<file path="config.mk">
export PLATFORM = sky130hd
export DESIGN_NAME = fracn_synth_register_word_generator
export DESIGN_NICKNAME = d
export VERILOG_FILES = /design/src/hw/rtl/fsrw_pkg.sv /design/src/hw/rtl/fsrw_divpipe.sv /design/src/hw/rtl/fsrw_front.sv /design/src/hw/rtl/fsrw_queue.sv /design/src/hw/rtl/fsrw_back.sv /design/src/hw/rtl/fracn_synth_register_word_generator.sv
export SDC_FILE = /design/constraint.sdc
export NUM_CORES = 1
export LEC_CHECK = 0
export CAP_MARGIN = 20
export CELL_PAD_IN_SITES_DETAIL_PLACEMENT = 0
export CELL_PAD_IN_SITES_GLOBAL_PLACEMENT = 2
export CORE_UTILIZATION = 47
export CTS_CLUSTER_SIZE = 10
export DETAILED_ROUTE_END_ITERATION = 7
export DONT_BUFFER_PORTS = 1
export GPL_ROUTABILITY_DRIVEN = 1
export PLACE_DENSITY_LB_ADDON = 0.08
export SLEW_MARGIN = 15
export SYNTH_ARGS = -nofsm -noshare
export SYNTH_HDL_FRONTEND = slang
export SYNTH_SLANG_ARGS = --single-unit
</file>
<file path="constraint.sdc">
create_clock -name clk -period 13.6 [get_ports clk]
set_input_delay 0 -clock clk [delete_from_list [all_inputs] [get_ports clk]]
set_output_delay 0 -clock clk [all_outputs]
set_load 0.02 [all_outputs]
</file>
<file path="src/hw/rtl/fsrw_pkg.sv">
// Shared types, constants and word packing for the fractional-N register word generator.
package fsrw_pkg;

	localparam int unsigned PFD_HZ_DEF       = 25000000;
	localparam int unsigned FRAC_MODULUS_DEF = 2500;

	localparam int unsigned RF_W   = 33;
	localparam int unsigned INT_W  = 16;
	localparam int unsigned MOD_W  = 12;
	localparam int unsigned WORD_W = 32;
	localparam int unsigned WIDX_W = 3;
	localparam int unsigned CFG_IDX_W  = 3;
	localparam int unsigned CFG_DATA_W = 4;

	localparam logic [RF_W-1:0] PRESCALER_SWITCH_HZ = 33'd3000000000;
	localparam int unsigned BAND_CLK_MAX_HZ = 125000;
	localparam logic [INT_W-1:0] MIN_INT_89 = 16'd75;
	localparam logic [INT_W-1:0] MIN_INT_45 = 16'd23;

	// quotient bits resolved per divider stage
	localparam int unsigned DIV_BITS_PER_STAGE = 4;
	localparam int unsigned QUEUE_DEPTH = 4;

	// register numbers of the programming words
	localparam logic [WIDX_W-1:0] WREG_FREQ  = 3'd0;
	localparam logic [WIDX_W-1:0] WREG_PHASE = 3'd1;
	localparam logic [WIDX_W-1:0] WREG_CTRL  = 3'd2;
	localparam logic [WIDX_W-1:0] WREG_MISC  = 3'd3;
	localparam logic [WIDX_W-1:0] WREG_OUT   = 3'd4;
	localparam logic [WIDX_W-1:0] WREG_LOCK  = 3'd5;

	// configuration register indexes
	localparam logic [CFG_IDX_W-1:0] CFG_NOISE_MODE   = 3'd0;
	localparam logic [CFG_IDX_W-1:0] CFG_MUX_OUT      = 3'd1;
	localparam logic [CFG_IDX_W-1:0] CFG_PUMP_CURRENT = 3'd2;
	localparam logic [CFG_IDX_W-1:0] CFG_POLARITY     = 3'd3;
	localparam logic [CFG_IDX_W-1:0] CFG_OUTPUT_CTRL  = 3'd4;
	localparam logic [CFG_IDX_W-1:0] CFG_LOCK_PIN     = 3'd5;
	localparam logic [CFG_IDX_W-1:0] CFG_MAIN_POWER   = 3'd6;
	localparam logic [CFG_IDX_W-1:0] CFG_SIDE_POWER   = 3'd7;

	typedef struct packed {
		logic [1:0] noise_mode;
		logic [2:0] mux_out_select;
		logic [3:0] pump_current;
		logic       detector_polarity;
		logic [3:0] output_controls;
		logic [1:0] lock_pin_mode;
		logic [1:0] main_power;
		logic [1:0] side_power;
	} cfg_t;

	typedef struct packed {
		logic [INT_W-1:0] int_val;
		logic [MOD_W-1:0] frac;
		logic             prescaler;
		logic             too_low;
		logic             lock_int_n;
	} item_t;

	function automatic logic [WORD_W-1:0] make_word(
		input logic [WIDX_W-1:0] idx,
		input item_t             it,
		input cfg_t              c,
		input logic [7:0]        band,
		input logic [MOD_W-1:0]  modu
	);
		logic [WORD_W-1:0] w;
		unique case (idx)
			WREG_FREQ: begin
				w = {1'b0, it.int_val, it.frac, 3'd0};
			end
			WREG_PHASE: begin
				w = (32'(it.prescaler) << 27) | (32'd1 << 15) | (32'(modu) << 3) | 32'd1;
			end
			WREG_CTRL: begin
				w = (32'(c.noise_mode) << 29) | (32'(c.mux_out_select) << 26)
				  | (32'd1 << 24) | (32'd1 << 14) | (32'(c.pump_current) << 9)
				  | (32'(it.lock_int_n) << 8) | (32'(c.detector_polarity) << 6) | 32'd2;
			end
			WREG_MISC: begin
				w = 32'd3;
			end
			WREG_OUT: begin
				w = (32'(c.output_controls[3]) << 23) | (32'(band) << 12)
				  | (32'(c.output_controls[2]) << 9) | (32'(c.output_controls[1]) << 8)
				  | (32'(c.side_power) << 6) | (32'(c.output_controls[0]) << 5)
				  | (32'(c.main_power) << 3) | 32'd4;
			end
			WREG_LOCK: begin
				w = (32'(c.lock_pin_mode) << 22) | (32'd3 << 19) | 32'd5;
			end
			default: begin
				w = '0;
			end
		endcase
		return w;
	endfunction

endpackage

</file>
<file path="src/hw/rtl/fsrw_divpipe.sv">
// Pipelined restoring divider by a constant, up to four quotient bits per stage.
module fsrw_divpipe #(
	parameter int unsigned NUM_W = fsrw_pkg::RF_W,
	parameter int unsigned Q_W   = 9,
	parameter int unsigned DIV   = fsrw_pkg::PFD_HZ_DEF,
	parameter int unsigned SB_W  = 1
) (
	input  logic             clk,
	input  logic             arst_n,
	input  logic             en,
	input  logic             in_v,
	input  logic [NUM_W-1:0] in_num,
	input  logic [SB_W-1:0]  in_sb,
	output logic             out_v,
	output logic [Q_W-1:0]   out_q,
	output logic [$clog2(DIV+1)-1:0] out_rem,
	output logic [SB_W-1:0]  out_sb
);
	localparam int unsigned REM_W = $clog2(DIV + 1);
	localparam int unsigned BPS   = fsrw_pkg::DIV_BITS_PER_STAGE;
	localparam int unsigned NS    = (Q_W + BPS - 1) / BPS;
	localparam logic [REM_W:0] DIV_X = (REM_W + 1)'(DIV);

	// qx holds the numerator bits still to be consumed; quotient bits shift in at the bottom
	logic [REM_W-1:0] rem_in [NS];
	logic [Q_W-1:0]   qx_in  [NS];
	logic [SB_W-1:0]  sb_in  [NS];
	logic             v_in   [NS];
	logic [REM_W-1:0] rem_nx [NS];
	logic [Q_W-1:0]   qx_nx  [NS];
	logic [REM_W-1:0] rem_q  [NS];
	logic [Q_W-1:0]   qx_q   [NS];
	logic [SB_W-1:0]  sb_q   [NS];
	logic             v_q    [NS];

	for (genvar s = 0; s < NS; s++) begin : g_stg
		localparam int unsigned STEPS = ((Q_W - s * BPS) < BPS) ? (Q_W - s * BPS) : BPS;

		if (s == 0) begin : g_first
			assign rem_in[s] = REM_W'(in_num >> Q_W);
			assign qx_in[s]  = in_num[Q_W-1:0];
			assign sb_in[s]  = in_sb;
			assign v_in[s]   = in_v;
		end else begin : g_next
			assign rem_in[s] = rem_q[s-1];
			assign qx_in[s]  = qx_q[s-1];
			assign sb_in[s]  = sb_q[s-1];
			assign v_in[s]   = v_q[s-1];
		end

		always_comb begin : p_step
			logic [REM_W:0]   t;
			logic [REM_W-1:0] r;
			logic [Q_W-1:0]   q;
			r = rem_in[s];
			q = qx_in[s];
			t = '0;
			for (int k = 0; k < STEPS; k++) begin
				t = {r, q[Q_W-1]};
				if (t >= DIV_X) begin
					t = t - DIV_X;
					q = {q[Q_W-2:0], 1'b1};
				end else begin
					q = {q[Q_W-2:0], 1'b0};
				end
				r = t[REM_W-1:0];
			end
			rem_nx[s] = r;
			qx_nx[s]  = q;
		end

		always_ff @(posedge clk or negedge arst_n) begin
			if (!arst_n) begin
				v_q[s] <= 1'b0;
			end else if (en) begin
				v_q[s] <= v_in[s];
			end
		end

		always_ff @(posedge clk) begin
			if (en) begin
				rem_q[s] <= rem_nx[s];
				qx_q[s]  <= qx_nx[s];
				sb_q[s]  <= sb_in[s];
			end
		end
	end

	assign out_v   = v_q[NS-1];
	assign out_q   = qx_q[NS-1];
	assign out_rem = rem_q[NS-1];
	assign out_sb  = sb_q[NS-1];

endmodule

</file>
<file path="src/hw/rtl/fsrw_front.sv">
// Front end: takes a frequency, derives INT, FRAC, prescaler and lock mode in a pipeline.
module fsrw_front #(
	parameter int unsigned PFD_HZ       = fsrw_pkg::PFD_HZ_DEF,
	parameter int unsigned FRAC_MODULUS = fsrw_pkg::FRAC_MODULUS_DEF
) (
	input  logic                      clk,
	input  logic                      arst_n,
	input  logic                      in_valid,
	output logic                      in_stall,
	input  logic [fsrw_pkg::RF_W-1:0] target_hz,
	input  logic                      q_full,
	output logic                      push,
	output fsrw_pkg::item_t           res
);
	localparam int unsigned REM_W  = $clog2(PFD_HZ + 1);
	localparam int unsigned QW_INT = fsrw_pkg::RF_W + 1 - REM_W;
	localparam int unsigned MOD_W  = fsrw_pkg::MOD_W;
	localparam int unsigned INT_W  = fsrw_pkg::INT_W;
	localparam int unsigned PROD_W = REM_W + MOD_W;
	localparam logic [MOD_W-1:0] MOD12 = MOD_W'(FRAC_MODULUS);

	logic                      en;
	logic                      v_s1;
	logic [fsrw_pkg::RF_W-1:0] rf_s1;
	logic                      pre_s1;
	logic                      a_v;
	logic [QW_INT-1:0]         a_q;
	logic [REM_W-1:0]          a_rem;
	logic                      a_pre;
	logic                      v_s2;
	logic [PROD_W-1:0]         prod_s2;
	logic [INT_W-1:0]          int_s2;
	logic                      pre_s2;
	logic                      b_v;
	logic [MOD_W-1:0]          b_q;
	logic [INT_W:0]            b_sb;
	logic                      v_s3;
	fsrw_pkg::item_t           res_s3;
	fsrw_pkg::item_t           res_nx;

	// whole pipe holds only when a finished item cannot enter the queue
	assign en       = !(v_s3 && q_full);
	assign in_stall = !en;
	assign push     = v_s3 && !q_full;
	assign res      = res_s3;

	always_ff @(posedge clk or negedge arst_n) begin
		if (!arst_n) begin
			v_s1 <= 1'b0;
			v_s2 <= 1'b0;
			v_s3 <= 1'b0;
		end else if (en) begin
			v_s1 <= in_valid;
			v_s2 <= a_v;
			v_s3 <= b_v;
		end
	end

	always_ff @(posedge clk) begin
		if (en) begin
			rf_s1   <= target_hz;
			pre_s1  <= target_hz > fsrw_pkg::PRESCALER_SWITCH_HZ;
			prod_s2 <= PROD_W'(a_rem) * PROD_W'(MOD12);
			int_s2  <= INT_W'(a_q);
			pre_s2  <= a_pre;
			res_s3  <= res_nx;
		end
	end

	fsrw_divpipe #(
		.NUM_W (fsrw_pkg::RF_W),
		.Q_W   (QW_INT),
		.DIV   (PFD_HZ),
		.SB_W  (1)
	) u_div_int (
		.clk     (clk),
		.arst_n  (arst_n),
		.en      (en),
		.in_v    (v_s1),
		.in_num  (rf_s1),
		.in_sb   (pre_s1),
		.out_v   (a_v),
		.out_q   (a_q),
		.out_rem (a_rem),
		.out_sb  (a_pre)
	);

	// quotient of rem*modulus/pfd is below the modulus, so MOD_W bits suffice
	fsrw_divpipe #(
		.NUM_W (PROD_W),
		.Q_W   (MOD_W),
		.DIV   (PFD_HZ),
		.SB_W  (INT_W + 1)
	) u_div_frac (
		.clk     (clk),
		.arst_n  (arst_n),
		.en      (en),
		.in_v    (v_s2),
		.in_num  (prod_s2),
		.in_sb   ({pre_s2, int_s2}),
		.out_v   (b_v),
		.out_q   (b_q),
		.out_rem (),
		.out_sb  (b_sb)
	);

	always_comb begin
		res_nx.int_val    = b_sb[INT_W-1:0];
		res_nx.frac       = b_q;
		res_nx.prescaler  = b_sb[INT_W];
		res_nx.lock_int_n = (b_q == '0);
		if (b_sb[INT_W]) begin
			res_nx.too_low = b_sb[INT_W-1:0] < fsrw_pkg::MIN_INT_89;
		end else begin
			res_nx.too_low = b_sb[INT_W-1:0] < fsrw_pkg::MIN_INT_45;
		end
	end

endmodule

</file>
<file path="src/hw/rtl/fsrw_queue.sv">
// Small FIFO of classified items between the front and back ends.
module fsrw_queue (
	input  logic            clk,
	input  logic            arst_n,
	input  logic            push,
	input  fsrw_pkg::item_t push_data,
	output logic            full,
	input  logic            pop,
	output logic            empty,
	output fsrw_pkg::item_t head
);
	localparam int unsigned DEPTH = fsrw_pkg::QUEUE_DEPTH;
	localparam int unsigned PTR_W = $clog2(DEPTH);
	localparam int unsigned CNT_W = $clog2(DEPTH + 1);
	localparam logic [PTR_W-1:0] LAST = PTR_W'(DEPTH - 1);

	fsrw_pkg::item_t  mem_q [DEPTH];
	logic [PTR_W-1:0] wr_ptr_q;
	logic [PTR_W-1:0] rd_ptr_q;
	logic [CNT_W-1:0] cnt_q;

	assign full  = (cnt_q == CNT_W'(DEPTH));
	assign empty = (cnt_q == '0);
	assign head  = mem_q[rd_ptr_q];

	always_ff @(posedge clk or negedge arst_n) begin
		if (!arst_n) begin
			wr_ptr_q <= '0;
			rd_ptr_q <= '0;
			cnt_q    <= '0;
		end else begin
			if (push) begin
				wr_ptr_q <= (wr_ptr_q == LAST) ? '0 : wr_ptr_q + 1'b1;
			end
			if (pop) begin
				rd_ptr_q <= (rd_ptr_q == LAST) ? '0 : rd_ptr_q + 1'b1;
			end
			if (push && !pop) begin
				cnt_q <= cnt_q + 1'b1;
			end else if (pop && !push) begin
				cnt_q <= cnt_q - 1'b1;
			end
		end
	end

	always_ff @(posedge clk) begin
		if (push) begin
			mem_q[wr_ptr_q] <= push_data;
		end
	end

endmodule

</file>
<file path="src/hw/rtl/fsrw_back.sv">
// Back end: sequences the six programming words of each item into the output register.
module fsrw_back #(
	parameter int unsigned PFD_HZ       = fsrw_pkg::PFD_HZ_DEF,
	parameter int unsigned FRAC_MODULUS = fsrw_pkg::FRAC_MODULUS_DEF
) (
	input  logic                         clk,
	input  logic                         arst_n,
	input  fsrw_pkg::cfg_t               cfg,
	input  logic                         q_empty,
	input  fsrw_pkg::item_t              q_head,
	output logic                         pop,
	output logic                         out_valid,
	input  logic                         out_stall,
	output logic [fsrw_pkg::WORD_W-1:0]  word,
	output logic [fsrw_pkg::WIDX_W-1:0]  word_index,
	output logic                         final_word,
	output logic                         int_too_low
);
	localparam int unsigned BAND_DIV =
		(PFD_HZ + fsrw_pkg::BAND_CLK_MAX_HZ - 1) / fsrw_pkg::BAND_CLK_MAX_HZ;
	localparam logic [7:0] BAND = 8'(BAND_DIV);
	localparam logic [fsrw_pkg::MOD_W-1:0] MOD12 = fsrw_pkg::MOD_W'(FRAC_MODULUS);

	logic                        ov_q;
	logic                        busy_q;
	logic [fsrw_pkg::WIDX_W-1:0] idx_q;
	fsrw_pkg::item_t             cur_q;
	logic [fsrw_pkg::WORD_W-1:0] word_q;
	logic [fsrw_pkg::WIDX_W-1:0] widx_q;
	logic                        fin_q;
	logic                        low_q;
	logic                        free;
	logic                        emit;
	fsrw_pkg::item_t             src;
	logic [fsrw_pkg::WIDX_W-1:0] sidx;

	// a fresh item starts straight from the queue head, so runs follow without a gap
	assign free = !ov_q || !out_stall;
	assign emit = free && (busy_q || !q_empty);
	assign pop  = free && !busy_q && !q_empty;
	assign src  = busy_q ? cur_q : q_head;
	assign sidx = busy_q ? idx_q : fsrw_pkg::WREG_LOCK;

	always_ff @(posedge clk or negedge arst_n) begin
		if (!arst_n) begin
			ov_q   <= 1'b0;
			busy_q <= 1'b0;
			idx_q  <= fsrw_pkg::WREG_LOCK;
		end else begin
			if (free) begin
				ov_q <= emit;
			end
			if (emit) begin
				if (!busy_q) begin
					busy_q <= 1'b1;
					idx_q  <= fsrw_pkg::WREG_OUT;
				end else if (idx_q == fsrw_pkg::WREG_FREQ) begin
					busy_q <= 1'b0;
				end else begin
					idx_q <= idx_q - 1'b1;
				end
			end
		end
	end

	always_ff @(posedge clk) begin
		if (pop) begin
			cur_q <= q_head;
		end
		if (emit) begin
			word_q <= fsrw_pkg::make_word(sidx, src, cfg, BAND, MOD12);
			widx_q <= sidx;
			fin_q  <= (sidx == fsrw_pkg::WREG_FREQ);
			low_q  <= src.too_low;
		end
	end

	assign out_valid   = ov_q;
	assign word        = word_q;
	assign word_index  = widx_q;
	assign final_word  = fin_q;
	assign int_too_low = low_q;

endmodule

</file>
<file path="src/hw/rtl/fracn_synth_register_word_generator.sv">
// Top level: configuration registers, front end, item queue and word sequencer.
//
//  channel | direction | handshake              | payload
//  --------+-----------+------------------------+-----------------------------------------
//  in      | input     | in_valid / in_stall    | target_hz[32:0]
//  out     | output    | out_valid / out_stall  | word[31:0], word_index[2:0], final_word,
//          |           |                        | int_too_low
//  cfg     | input     | cfg_wr_en              | cfg_index[2:0], cfg_data[3:0]
//
// Each item yields six words, one per cycle from the back-end output register while
// out_stall is low. The front divider pipeline takes an item every cycle unless a full queue
// holds it; an item passes the input register, the INT divider stages, the product register,
// the FRAC divider stages, the result register, the queue and the back-end output register.
// Reset is asynchronous and clears all control state; there is no clearing pass. A stall on
// the output fills the four-entry queue, then holds the front end.
module fracn_synth_register_word_generator #(
	parameter int unsigned PFD_HZ       = fsrw_pkg::PFD_HZ_DEF,
	parameter int unsigned FRAC_MODULUS = fsrw_pkg::FRAC_MODULUS_DEF
) (
	input  logic                             clk,
	input  logic                             arst_n,
	input  logic                             in_valid,
	output logic                             in_stall,
	input  logic [fsrw_pkg::RF_W-1:0]        target_hz,
	output logic                             out_valid,
	input  logic                             out_stall,
	output logic [fsrw_pkg::WORD_W-1:0]      word,
	output logic [fsrw_pkg::WIDX_W-1:0]      word_index,
	output logic                             final_word,
	output logic                             int_too_low,
	input  logic                             cfg_wr_en,
	input  logic [fsrw_pkg::CFG_IDX_W-1:0]   cfg_index,
	input  logic [fsrw_pkg::CFG_DATA_W-1:0]  cfg_data
);
	fsrw_pkg::cfg_t  cfg_q;
	fsrw_pkg::item_t f_res;
	fsrw_pkg::item_t q_head;
	logic            f_push;
	logic            q_full;
	logic            q_empty;
	logic            q_pop;

	always_ff @(posedge clk or negedge arst_n) begin
		if (!arst_n) begin
			cfg_q.noise_mode        <= 2'd0;
			cfg_q.mux_out_select    <= 3'd0;
			cfg_q.pump_current      <= 4'd7;
			cfg_q.detector_polarity <= 1'b1;
			cfg_q.output_controls   <= 4'd15;
			cfg_q.lock_pin_mode     <= 2'd1;
			cfg_q.main_power        <= 2'd0;
			cfg_q.side_power        <= 2'd0;
		end else if (cfg_wr_en) begin
			unique case (cfg_index)
				fsrw_pkg::CFG_NOISE_MODE:   cfg_q.noise_mode        <= cfg_data[1:0];
				fsrw_pkg::CFG_MUX_OUT:      cfg_q.mux_out_select    <= cfg_data[2:0];
				fsrw_pkg::CFG_PUMP_CURRENT: cfg_q.pump_current      <= cfg_data[3:0];
				fsrw_pkg::CFG_POLARITY:     cfg_q.detector_polarity <= cfg_data[0];
				fsrw_pkg::CFG_OUTPUT_CTRL:  cfg_q.output_controls   <= cfg_data[3:0];
				fsrw_pkg::CFG_LOCK_PIN:     cfg_q.lock_pin_mode     <= cfg_data[1:0];
				fsrw_pkg::CFG_MAIN_POWER:   cfg_q.main_power        <= cfg_data[1:0];
				fsrw_pkg::CFG_SIDE_POWER:   cfg_q.side_power        <= cfg_data[1:0];
				default: begin
				end
			endcase
		end
	end

	fsrw_front #(
		.PFD_HZ       (PFD_HZ),
		.FRAC_MODULUS (FRAC_MODULUS)
	) u_front (
		.clk       (clk),
		.arst_n    (arst_n),
		.in_valid  (in_valid),
		.in_stall  (in_stall),
		.target_hz (target_hz),
		.q_full    (q_full),
		.push      (f_push),
		.res       (f_res)
	);

	fsrw_queue u_queue (
		.clk       (clk),
		.arst_n    (arst_n),
		.push      (f_push),
		.push_data (f_res),
		.full      (q_full),
		.pop       (q_pop),
		.empty     (q_empty),
		.head      (q_head)
	);

	fsrw_back #(
		.PFD_HZ       (PFD_HZ),
		.FRAC_MODULUS (FRAC_MODULUS)
	) u_back (
		.clk         (clk),
		.arst_n      (arst_n),
		.cfg         (cfg_q),
		.q_empty     (q_empty),
		.q_head      (q_head),
		.pop         (q_pop),
		.out_valid   (out_valid),
		.out_stall   (out_stall),
		.word        (word),
		.word_index  (word_index),
		.final_word  (final_word),
		.int_too_low (int_too_low)
	);

endmodule

</file>
==> summary.txt <==
Post-synth EDFFs = 475
Max cap viols = 0
Num CTS Buffers = 61
Largest stage delay on the critical path = 0.56 ns
Setup violations, final = 0
Vias in the first global route = 26600
Synthesized flop and latch total = 516
Max Root-Sink Buffers = 3
I/O pin total = 84
Antenna viol nets, final = 0
Outcome = complete, no violations
Critical path type = register to register
Slew headroom = 29.0%
Final hold vios = 0
Post-cts resize count = 0
IO Port Bufs = 0
Crit. End Element = register
GRT Resource Usage Total = 23.3%
Max Fclk = 109 MHz
Slew @ Worst Pin = 1.06 ns
Routed vias = 27000
CP Max Fanout = 18
TritonCTS clock tree = yes
Final Max Tran Viols = 0
Yosys warns = 0
Largest family of logic cells by synthesized area = simple AND/OR/NAND/NOR gates
Synth cell count leaders = 475 x edfxtp_1, 290 x inv_1, 285 x nand2_1, 252 x xnor2_1, 217 x nor2_1
Synthesis-to-finish area growth = 9.41%
Die area = 77100 um^2
WHS Path Cells = 4
Reg2Reg Setup Slack = 4.42 ns
Crit-path slowest cell = nand4_1
Total global routing overflow = 0
DRT iter0 DRCs = 1780
Multiplexer area fraction after synthesis = 3.46%
Synth cell types = 130
Asr flop ratio synth = 7.95%
Synthesized area = 35700 um^2
Setup bufs post-CTS = 0
H-tree levels = 2
Count leader, synth = edfxtp_1
Area leader, netlist = edfxtp_1
Diodes inserted = 0
Hold Path Class = input port to register
RSZ-0062 raised after global routing = false
Critical Path RT = 13.96 ns
Fin crit share = 67.5%
Hold path startpoint = target_hz[4]
Synth Area in XOR/XNOR = 8.80%
Die X-Extent = 278 um
Mean post-synth cell area = 10.2 um^2
Final Net Count = 3759
Worst reg2reg startpoint = u_front.u_div_frac.rem_q[0][5]
DR pass1 iterations = 6
Wire per inst = 20.1 um
Largest cells by area after synthesis = edfxtp_1 40%, xnor2_1 6.2%, ha_1 4.6%
Worst Reg-to-Reg Cells = 30
Clock slew at reported path FFs = 0.06 ns
Post-DP HPWL = 68300 um
Complex-gate fraction of the synthesized area = 15.8%
Core Area = 74800 um^2
Post-Synth Simple-Gate Area = 16.4%
CTS sink cnt = 516
Root buffer cell = clkbuf_16
Worst Hold End = u_front.pre_s1
Yosys top cell area share = 39.9%
Largest net degree at the start of global routing = 191
Antenna violations before repair = 0
Clk_skew = 0.0805 ns
Post-Synthesis Cells = 3487
GPL Wtd Cong = 0.889
First-pass GRT wire length = 145000 um
Critical path arrival = 9.54 ns
Row cnt = 100
Startpoint types = register
Setup TNS = 0 ns
Starting Density = 47.8%
Adder-cell area share of the yosys netlist = 8.11%
Fillcell total = 6717
Tmin final = 9.18 ns
Clk_lat worst skew = 0.67 ns
WL final = 91100 um
R2R Path End = u_front.u_div_frac.rem_q[0][35]
Sequential cell area fraction in the yosys report = 42.8%
Fraction of layout cells with a size suffix above 1 = 7.84%
Hold_ws = 0.0298 ns
DRC Markers = 0
Drt via density = 5.97
Top FF cell, synth = edfxtp_1
DIE HEIGHT = 278 um
[sequential cells by signal (all words and copies together), names as in the netlist, 3 cells and up]
name and cells:
u_front.u_div_int.sb_q 3, u_back.word_index 3, u_queue.cnt_q 3, cfg_q 20, u_front.u_div_frac.sb_q 30, u_front.rf_s1 33, u_front.res 24, u_front.u_div_int.qx_q 27
u_front.u_div_frac.rem_q 50, u_front.u_div_int.rem_q 75, u_queue.mem_q 96, u_back.word 30, u_front.prod_s2 35, u_front.int_s2 9, u_back.cur_q 24, u_back.idx_q 3
u_front.u_div_frac.qx_q 32
[timing repair]
| action | CTS | global route |
|---|---|---|
| endpoints found under the hold margin | 137 | 0 |
| setup endpoints to repair | 0 | 0 |
| hold buffers | 73 | 0 |
[kinds of logic (layout without fill, tap and decap cells)]
group	count (synthesis)	after routing
AOI/OAI and AO/OA	797	797
xor gates and xnor gates	354	354
adders and majority gates	194	194
buffers and inverters	417	488
DFF	516	516
muxes	88	88
other	1	2
and+or+nand+nor	1120	1120
[layer usage]
layer | share of wire [%] | routed length (um) | vias to the layer above | track usage (%)
li1 | - | - | 13000 | -
met1 | 46 | 41500 | 13300 | 31.6
met2 | 48 | 43900 | 650 | 39.5
met3 | 4.0 | 3660 | 123 | 2.51
met4 | 2.3 | 2080 | 0 | 6.13
met5 | 0 | 0 | - | 0
[through the flow]
step	instances	utilization, %	cell area (um^2)	worst slack [ns]
finish	4528	52.3	39100	4.42
global placement	4354	48.8	36500	4.85
detailed placement	4354	48.9	36600	4.52
floorplan	3488	-	35700	5.75
global route	4528	52.3	39100	3.57
CTS	4528	52.3	39100	4.49
[worst max path at each step]
stage | from | end | slack (ns) | cells past startpoint
after floorplan | u_queue.cnt_q[0] | u_front.int_s2[0] | 5.75 | 4
after global placement | u_front.u_div_frac.rem_q[0][5] | u_front.u_div_frac.rem_q[0][35] | 4.85 | 30
after detailed placement | u_front.u_div_frac.rem_q[0][5] | u_front.u_div_frac.rem_q[0][35] | 4.52 | 30
after CTS | u_front.u_div_frac.rem_q[0][5] | u_front.u_div_frac.rem_q[0][35] | 4.49 | 30
after global routing | u_front.u_div_frac.rem_q[0][5] | u_front.u_div_frac.rem_q[0][35] | 3.57 | 30
final | u_front.u_div_frac.rem_q[0][5] | u_front.u_div_frac.rem_q[0][35] | 4.42 | 30
[critical path, delay by kind of cell, from the launching register on]
family                     cells  cell delay (ns)
adders and majority gates      4             1.45
and+or+nand+nor               11             3.43
DFF                            1             0.50
AOI/OAI and AO/OA              9             2.35
xor gates and xnor gates       4             0.90
buffers and inverters          2             0.26
[area by class of cell]
type                       count  area (um^2)  share of cell area (%)
tap                          969         1210                    3.10
inverter                     300         1140                    2.91
timing repair buffer          87          868                    2.22
clock inverter                16          179                   0.458
clock buffer                  85         1620                    4.13
sequential                   516        15300                    39.1
multi-input combinational   2555        18800                    48.0
[cell usage in the layout, fill, tap and decap left out, drive strengths merged, types with 46 or more instances in the layout]
master and n:
a211oi 46, a21oi 173, a31oi 50, clkbuf 85
dlygate4sd3 71, edfxtp 475, fa 63, ha 130
inv 299, nand2 288, nand3 101, nand4 56
nor2 222, nor3 97, o21ai 146, xnor2 255
xor2 99
Power is not shown: default switching activity piles up to over one toggle a cycle in this logic, so the estimate is an artifact.
